==> src/hdl/trd_pkg.sv <==
`timescale 1ns / 1ps

package trd_pkg;

  // Packet header layout
  localparam int unsigned MaxPacket   = 128;
  localparam int unsigned CountWidth  = $clog2(MaxPacket);       // 7
  localparam int unsigned RunWidth    = CountWidth + 1;          // 8

  // Configuration register widths and reset values
  localparam int unsigned BppWidth    = 3;
  localparam int unsigned PixCntWidth = 30;
  localparam int unsigned CfgWidth    = PixCntWidth;
  localparam int unsigned CfgIdxWidth = 1;

  localparam logic [BppWidth-1:0]    BppReset    = BppWidth'(1);
  localparam logic [PixCntWidth-1:0] PixCntReset = PixCntWidth'(1);

  // Largest pixel, in bytes
  localparam logic [BppWidth-1:0]    BppMax      = BppWidth'(4);

  // Configuration register indexes
  localparam logic [CfgIdxWidth-1:0] CfgBytesPerPixel = 1'b0;
  localparam logic [CfgIdxWidth-1:0] CfgPixelCount    = 1'b1;

  typedef struct packed {
    logic [31:0]         pixel_value;
    logic [RunWidth-1:0] run_length;
    logic                image_done;
    logic                format_error;
  } res_t;

endpackage

==> src/hdl/trd_core.sv <==
`timescale 1ns / 1ps

module trd_core
  import trd_pkg::*;
(
  input  logic                   clk_i,
  input  logic                   rst_ni,
  input  logic                   beat_i,
  input  logic [7:0]             data_byte_i,
  input  logic                   cfg_we_i,
  input  logic [CfgIdxWidth-1:0] cfg_idx_i,
  input  logic [CfgWidth-1:0]    cfg_data_i,
  output logic                   res_valid_o,
  output res_t                   res_o
);

  logic [BppWidth-1:0]    bpp_q, bpp_d;
  logic [PixCntWidth-1:0] pix_cnt_q, pix_cnt_d;
  logic [PixCntWidth-1:0] pix_left_q, pix_left_d;
  logic                   in_body_q, in_body_d;
  logic                   repeat_q, repeat_d;
  logic [RunWidth-1:0]    pkt_left_q, pkt_left_d;
  logic [1:0]             byte_idx_q, byte_idx_d;
  logic [23:0]            accum_q, accum_d;
  logic                   err_q, err_d;

  logic [BppWidth-1:0]    size;
  logic [RunWidth-1:0]    count;
  logic [31:0]            merged;
  logic [RunWidth-1:0]    pkt_next;

  // Clamp pixel size to 1..4
  always_comb begin
    if (bpp_q == '0) begin
      size = BppWidth'(1);
    end else if (bpp_q > BppMax) begin
      size = BppMax;
    end else begin
      size = bpp_q;
    end
  end

  assign count  = RunWidth'(data_byte_i[CountWidth-1:0]) + RunWidth'(1);
  assign merged = {8'h00, accum_q} | (32'(data_byte_i) << {byte_idx_q, 3'b000});

  always_comb begin
    bpp_d       = bpp_q;
    pix_cnt_d   = pix_cnt_q;
    pix_left_d  = pix_left_q;
    in_body_d   = in_body_q;
    repeat_d    = repeat_q;
    pkt_left_d  = pkt_left_q;
    byte_idx_d  = byte_idx_q;
    accum_d     = accum_q;
    err_d       = err_q;
    pkt_next    = pkt_left_q;
    res_valid_o = 1'b0;
    res_o       = '0;

    if (beat_i && !err_q) begin
      if (!in_body_q) begin
        if ({{(PixCntWidth-RunWidth){1'b0}}, count} > pix_left_q) begin
          err_d              = 1'b1;
          res_valid_o        = 1'b1;
          res_o.format_error = 1'b1;
        end else begin
          pix_left_d = pix_left_q - PixCntWidth'(count);
          repeat_d   = data_byte_i[CountWidth];
          pkt_left_d = count;
          in_body_d  = 1'b1;
          byte_idx_d = '0;
          accum_d    = '0;
        end
      end else if ({1'b0, byte_idx_q} + BppWidth'(1) >= size) begin
        res_valid_o       = 1'b1;
        res_o.pixel_value = merged;
        if (repeat_q) begin
          res_o.run_length = pkt_left_q;
          pkt_next         = '0;
        end else begin
          res_o.run_length = RunWidth'(1);
          pkt_next         = pkt_left_q - RunWidth'(1);
        end
        pkt_left_d = pkt_next;
        byte_idx_d = '0;
        accum_d    = '0;
        if (pkt_next == '0) begin
          in_body_d = 1'b0;
          if (pix_left_q == '0) begin
            res_o.image_done = 1'b1;
            pix_left_d       = pix_cnt_q;
          end
        end
      end else begin
        // Gather a partial pixel
        accum_d    = merged[23:0];
        byte_idx_d = byte_idx_q + 2'd1;
      end
    end

    if (cfg_we_i) begin
      unique case (cfg_idx_i)
        CfgBytesPerPixel: bpp_d = cfg_data_i[BppWidth-1:0];
        CfgPixelCount: begin
          pix_cnt_d  = cfg_data_i[PixCntWidth-1:0];
          pix_left_d = cfg_data_i[PixCntWidth-1:0];
        end
        default: ;
      endcase
    end
  end

  always_ff @(posedge clk_i or negedge rst_ni) begin
    if (!rst_ni) begin
      bpp_q      <= BppReset;
      pix_cnt_q  <= PixCntReset;
      pix_left_q <= PixCntReset;
      in_body_q  <= 1'b0;
      repeat_q   <= 1'b0;
      pkt_left_q <= '0;
      byte_idx_q <= '0;
      accum_q    <= '0;
      err_q      <= 1'b0;
    end else begin
      bpp_q      <= bpp_d;
      pix_cnt_q  <= pix_cnt_d;
      pix_left_q <= pix_left_d;
      in_body_q  <= in_body_d;
      repeat_q   <= repeat_d;
      pkt_left_q <= pkt_left_d;
      byte_idx_q <= byte_idx_d;
      accum_q    <= accum_d;
      err_q      <= err_d;
    end
  end

endmodule

==> src/hdl/trd_out_buf.sv <==
`timescale 1ns / 1ps

module trd_out_buf
  import trd_pkg::*;
(
  input  logic clk_i,
  input  logic rst_ni,
  input  logic push_i,
  input  res_t push_data_i,
  output logic full_o,
  output logic out_valid_o,
  input  logic out_stall_i,
  output res_t out_data_o
);

  logic main_vld_q, main_vld_d;
  logic skid_vld_q, skid_vld_d;
  res_t main_q, main_d;
  res_t skid_q, skid_d;
  logic pop;

  assign pop         = main_vld_q && !out_stall_i;
  assign out_valid_o = main_vld_q;
  assign out_data_o  = main_q;
  assign full_o      = skid_vld_q;

  always_comb begin
    main_vld_d = main_vld_q;
    skid_vld_d = skid_vld_q;
    main_d     = main_q;
    skid_d     = skid_q;
    if (!main_vld_q || pop) begin
      if (skid_vld_q) begin
        // Advance the held beat, park any new one
        main_d     = skid_q;
        main_vld_d = 1'b1;
        skid_vld_d = push_i;
        skid_d     = push_data_i;
      end else begin
        main_vld_d = push_i;
        main_d     = push_data_i;
      end
    end else if (push_i) begin
      skid_vld_d = 1'b1;
      skid_d     = push_data_i;
    end
  end

  always_ff @(posedge clk_i or negedge rst_ni) begin
    if (!rst_ni) begin
      main_vld_q <= 1'b0;
      skid_vld_q <= 1'b0;
    end else begin
      main_vld_q <= main_vld_d;
      skid_vld_q <= skid_vld_d;
    end
  end

  always_ff @(posedge clk_i) begin
    main_q <= main_d;
    skid_q <= skid_d;
  end

endmodule

==> src/hdl/tga_rle_packet_decoder.sv <==
`timescale 1ns / 1ps
// A result beat is registered in the output buffer before it shows on the output.
// Throughput: one stream byte per cycle while the skid entry is free; the byte parser updates its state in one pass.
// A two-entry output buffer lets input run on while one result beat waits downstream.
// Reset (rst_ni low, asynchronous): pixel size 1, pixel count 1, expect a header,
// error cleared, output buffer empty.

module tga_rle_packet_decoder
  import trd_pkg::*;
(
  input  logic                   clk_i,
  input  logic                   rst_ni,
  // Compressed byte stream
  input  logic                   in_valid_i,
  output logic                   in_stall_o,
  input  logic [7:0]             data_byte_i,
  // Decoded pixel runs
  output logic                   out_valid_o,
  input  logic                   out_stall_i,
  output logic [31:0]            pixel_value_o,
  output logic [RunWidth-1:0]    run_length_o,
  output logic                   image_done_o,
  output logic                   format_error_o,
  // Configuration writes
  input  logic                   cfg_we_i,
  input  logic [CfgIdxWidth-1:0] cfg_idx_i,
  input  logic [CfgWidth-1:0]    cfg_data_i
);

  logic beat;
  logic res_valid;
  logic buf_full;
  res_t res;
  res_t out_res;

  // A byte is taken whenever the skid entry is free, even while the
  // output beat is stalled: each byte makes at most one result.
  assign in_stall_o = buf_full;
  assign beat       = in_valid_i && !buf_full;

  // Parse headers, gather pixel bytes, track pixels still due and the
  // sticky format error. Configuration writes land here too.
  trd_core u_core (
    .clk_i       (clk_i),
    .rst_ni      (rst_ni),
    .beat_i      (beat),
    .data_byte_i (data_byte_i),
    .cfg_we_i    (cfg_we_i),
    .cfg_idx_i   (cfg_idx_i),
    .cfg_data_i  (cfg_data_i),
    .res_valid_o (res_valid),
    .res_o       (res)
  );

  // Hold results: output register plus one skid entry
  trd_out_buf u_out_buf (
    .clk_i       (clk_i),
    .rst_ni      (rst_ni),
    .push_i      (res_valid),
    .push_data_i (res),
    .full_o      (buf_full),
    .out_valid_o (out_valid_o),
    .out_stall_i (out_stall_i),
    .out_data_o  (out_res)
  );

  assign pixel_value_o  = out_res.pixel_value;
  assign run_length_o   = out_res.run_length;
  assign image_done_o   = out_res.image_done;
  assign format_error_o = out_res.format_error;

endmodule

==> config.mk <==
export PLATFORM = sky130hd
export DESIGN_NAME = tga_rle_packet_decoder
export DESIGN_NICKNAME = d
export VERILOG_FILES = /design/src/hdl/trd_pkg.sv /design/src/hdl/trd_core.sv /design/src/hdl/trd_out_buf.sv /design/src/hdl/tga_rle_packet_decoder.sv
export SDC_FILE = /design/constraint.sdc
export NUM_CORES = 1
export LEC_CHECK = 0
export BUFFER_PORTS_ARGS = -buffer_cell sky130_fd_sc_hd__buf_2
export CAP_MARGIN = 20
export CORE_MARGIN = 5
export CORE_UTILIZATION = 45
export CTS_CLUSTER_SIZE = 16
export DETAILED_ROUTE_END_ITERATION = 6
export GPL_ROUTABILITY_DRIVEN = 1
export SETUP_SLACK_MARGIN = 0.3
export SKIP_CTS_REPAIR_TIMING = 1
export SLEW_MARGIN = 0
export SYNTH_ARGS = -nofsm -noshare
export SYNTH_HDL_FRONTEND = slang
export SYNTH_SLANG_ARGS = --single-unit
==> constraint.sdc <==
create_clock -name clk_i -period 6.7 [get_ports clk_i]
set_input_delay 1.34 -clock clk_i [delete_from_list [all_inputs] [get_ports clk_i]]
set_output_delay 1.34 -clock clk_i [all_outputs]
set_load 0.01 [all_outputs]
==> results.json <==
{
  "slowest_stage": "buf_4",
  "worstSetupStartpointType": "input port",
  "hold_end": "u_core.pix_cnt_q[0]",
  "synth_area_um2": 9090,
  "antenna_found_initial": 0,
  "fin_crit_ns": 4.69,
  "numCtsBuffers": 17,
  "cts_max_level": 4,
  "crit_buf_inv": 2,
  "drive_above_1_share_pct": 17.2,
  "path_delay_family": "simple AND/OR/NAND/NOR gates",
  "start_util_pct": 45.4,
  "synth_area_per_cell_um2": 10.3,
  "crit_path_max_fanout": 40,
  "fp-row-count": 52,
  "grt_use_total_pct": 19.3,
  "synth-edff-count": 84,
  "hpwl_um": 15200,
  "hold_start": "u_core.pix_cnt_q[0]",
  "die_h_um": 152,
  "ctsRootBufferMaster": "clkbuf_16",
  "wire_per_inst_um": 18.0,
  "ys_ff_latch": 186,
  "syn_nets": 940,
  "cp_data_required_time_ns": 6.78,
  "hold_depth": 2,
  "insertion_delay_ns": 0.45,
  "layout.nets": 1009,
  "finalPower_w": 0.00429,
  "crit_type": "input port to register",
  "diodes": 0,
  "yosys_warnings": 0,
  "drtIter0Drc": 566,
  "cpMostUsedCell": "nand2_1",
  "core-area_um2": 20000,
  "cts_sinks": 186,
  "wl_met3_um": 902,
  "drc": 0,
  "via_per_inst": 5.55,
  "cp.depth": 14,
  "gp_congestion": 0.880,
  "reg2regPathDepth": 12,
  "overflow": 0,
  "ys_seq_area_share_pct": 55.9,
  "report.final.slew_viol_count": 0,
  "cp.arrival_ns": 4.77,
  "worst_slew_pin_slew_ns": 0.965,
  "clk_path_buf_depth": 2,
  "cts_tree": "built",
  "grt_max_degree": 58,
  "slew_headroom_pct": 35.5,
  "grt_pass1_vias": 6736,
  "clk_pin_slew_worst_paths_ns": 0.08,
  "r2r-end": "u_out_buf.skid_q[41]",
  "crit-reg2reg-launch": "u_core.pix_left_q[0]",
  "antenna_left": 0,
  "wl_met2_um": 10100,
  "die_w_um": 152,
  "synthToLayoutAreaGrowth_pct": 13.8,
  "power.density_nw_per_um2": 415,
  "rsz0062_at_grt": "no",
  "end_kind": "register",
  "final.setup.tns_ns": 0,
  "wl_um": 22200,
  "hold_violations": 0,
  "setup_viol": 0,
  "r2r_slack_ns": 3.08,
  "critical_path.max_stage_delay_ns": 0.46,
  "ys_async_sr_fraction_pct": 54.8,
  "top_signal_layer_used": "met4",
  "syn-instance-count": 884,
  "cp_cell_sequence": "buf_2 > ha_1 > nand3_1 > xor2_1 > ha_1 > nor2_1 > nand2_1 > a31oi_2 > a2111o_1 > nand2_1 > nand2_1 > nand2_1 > o21ai_4 > buf_4",
  "synthFlopType": "dfrtp_1",
  "p_leak_nw": 4.76,
  "portBuffers": 87,
  "io_pins": 88,
  "dieArea_um2": 23100,
  "dr_total_vias": 6854,
  "final_cell_mix": "nand2_1 (141), dfrtp_1 (99), nor2_1 (97)",
  "clock_skew_ns": 0.0227,
  "finalCritPeriodShare_pct": 70.0,
  "drv_cap": 0,
  "met1_length_um": 11000,
  "grt_pass1_wl_um": 36600,
  "synth_cell_types": 77,
  "hold_path.class": "register to register",
  "fmax_mhz": 213,
  "ir_drop_mv": 0.202,
  "dr.pass1.iters": 5,
  "layout_commonest_cell": "nand2_1",
  "outcome": "complete, no violations"
}
-- worst max path at each step --
stage,startpoint,to
6_report,data_byte_i[0],u_out_buf.skid_q[41]
5_1_grt,data_byte_i[0],u_out_buf.skid_q[0]
4_1_cts,data_byte_i[0],u_out_buf.skid_q[0]
3_5_place_dp,data_byte_i[0],u_out_buf.skid_q[9]
3_3_place_gp,data_byte_i[0],u_out_buf.skid_q[9]
2_1_floorplan,data_byte_i[3],u_out_buf.skid_q[0]
-- layout make-up --
type / count / area, um^2
Clock buffer: 17 / 425
Clock inverter: 15 / 183
Fill cell: 1862 / 9690
Inverter: 16 / 60.1
Multi-Input combinational cell: 635 / 3750
Sequential cell: 186 / 5080
Tap cell: 270 / 338
Timing Repair Buffer: 97 / 510
-- stage by stage --
step	instances	hold WS, ns	area (um^2)	worst slack (ns)	util, %
floorplan	884	0.440	9090	0.989	-
global placement	1203	0.450	9730	1.69	48.6
detailed placement	1203	0.454	9730	1.58	48.6
CTS	1235	0.467	10300	2.02	51.6
global route	1236	0.493	10300	1.78	51.6
finish	1236	0.466	10300	2.01	51.6
-- worst min-delay path: cells and delay by family (launching register included) --
family | cells | cell delay [ns]
AND/OR/NAND/NOR | 2 | 0.10
flip-flops | 1 | 0.37
-- cells in the mapped netlist (3+ instances only) --
cell	count	area [um^2]
o211ai_1	7	52.6
mux2i_1	8	80.1
nor2_1	97	364
dfrtp_1	99	2480
a32o_1	4	40.0
o22ai_1	6	37.5
dfstp_2	3	78.8
and2_1	14	87.6
a21oi_1	73	365
or2_2	3	18.8
mux2_2	5	56.3
o31ai_1	5	37.5
and3_1	15	93.8
nand2_1	142	533
nor2b_1	5	31.3
clkbuf_1	29	109
inv_1	16	60.1
a21boi_0	4	30.0
ha_1	11	138
buf_1	4	15.0
a31oi_1	6	37.5
buf_4	5	37.5
buf_2	8	40.0
nor4_1	7	43.8
o21ai_0	28	140
nand3_1	21	105
a211oi_1	11	82.6
o221ai_1	4	35.0
nand4_1	9	56.3
or3_1	8	50.1
nand2b_1	6	37.5
xor2_1	4	35.0
o311ai_0	3	26.3
edfxtp_1	84	2520
a21o_1	46	345
nor3_1	19	95.1
a311o_1	4	40.0
xnor2_1	11	96.3
-- cells by family after synthesis --
kind of cell / after synthesis / share of synthesized area [%]
flip-flops: 186 / 55.9
XOR/XNOR: 16 / 1.71
AND/OR/NAND/NOR: 363 / 18.7
multiplexers: 13 / 1.50
AO/OA/AOI/OAI: 230 / 17.3
adder cells (fa/ha/maj): 13 / 1.86
buffers and inverters: 63 / 3.00
-- registers in the layout, indices dropped and copies added (netlist names) --
| register | cells |
|---|---|
| u_core.accum_q | 24 |
| u_core.bpp_q | 3 |
| u_core.byte_idx_q | 2 |
| u_core.err_q | 1 |
| u_core.in_body_q | 1 |
| u_core.pix_cnt_q | 30 |
| u_core.pix_left_q | 30 |
| u_core.pkt_left_q | 8 |
| u_core.repeat_q | 1 |
| u_out_buf.full_o | 1 |
| u_out_buf.out_data_o | 42 |
| u_out_buf.out_valid_o | 1 |
| u_out_buf.skid_q | 42 |
-- per-layer routing --
metal,GRT usage (%),vias to the layer above
li1,-,3330
met1,28.6,3343
met2,29.2,160
met3,3.70,21
met4,5.31,0
met5,0,-
-- report_power, final --
part,leakage (nW),switching [W],internal (W)
logic,2.33,0.000872,0.000551
registers,2.14,0.000260,0.00158
clock network,0.294,0.000516,0.000509
total,4.76,0.00165,0.00264
No activity file was read; power rests on OpenSTA's default activity.
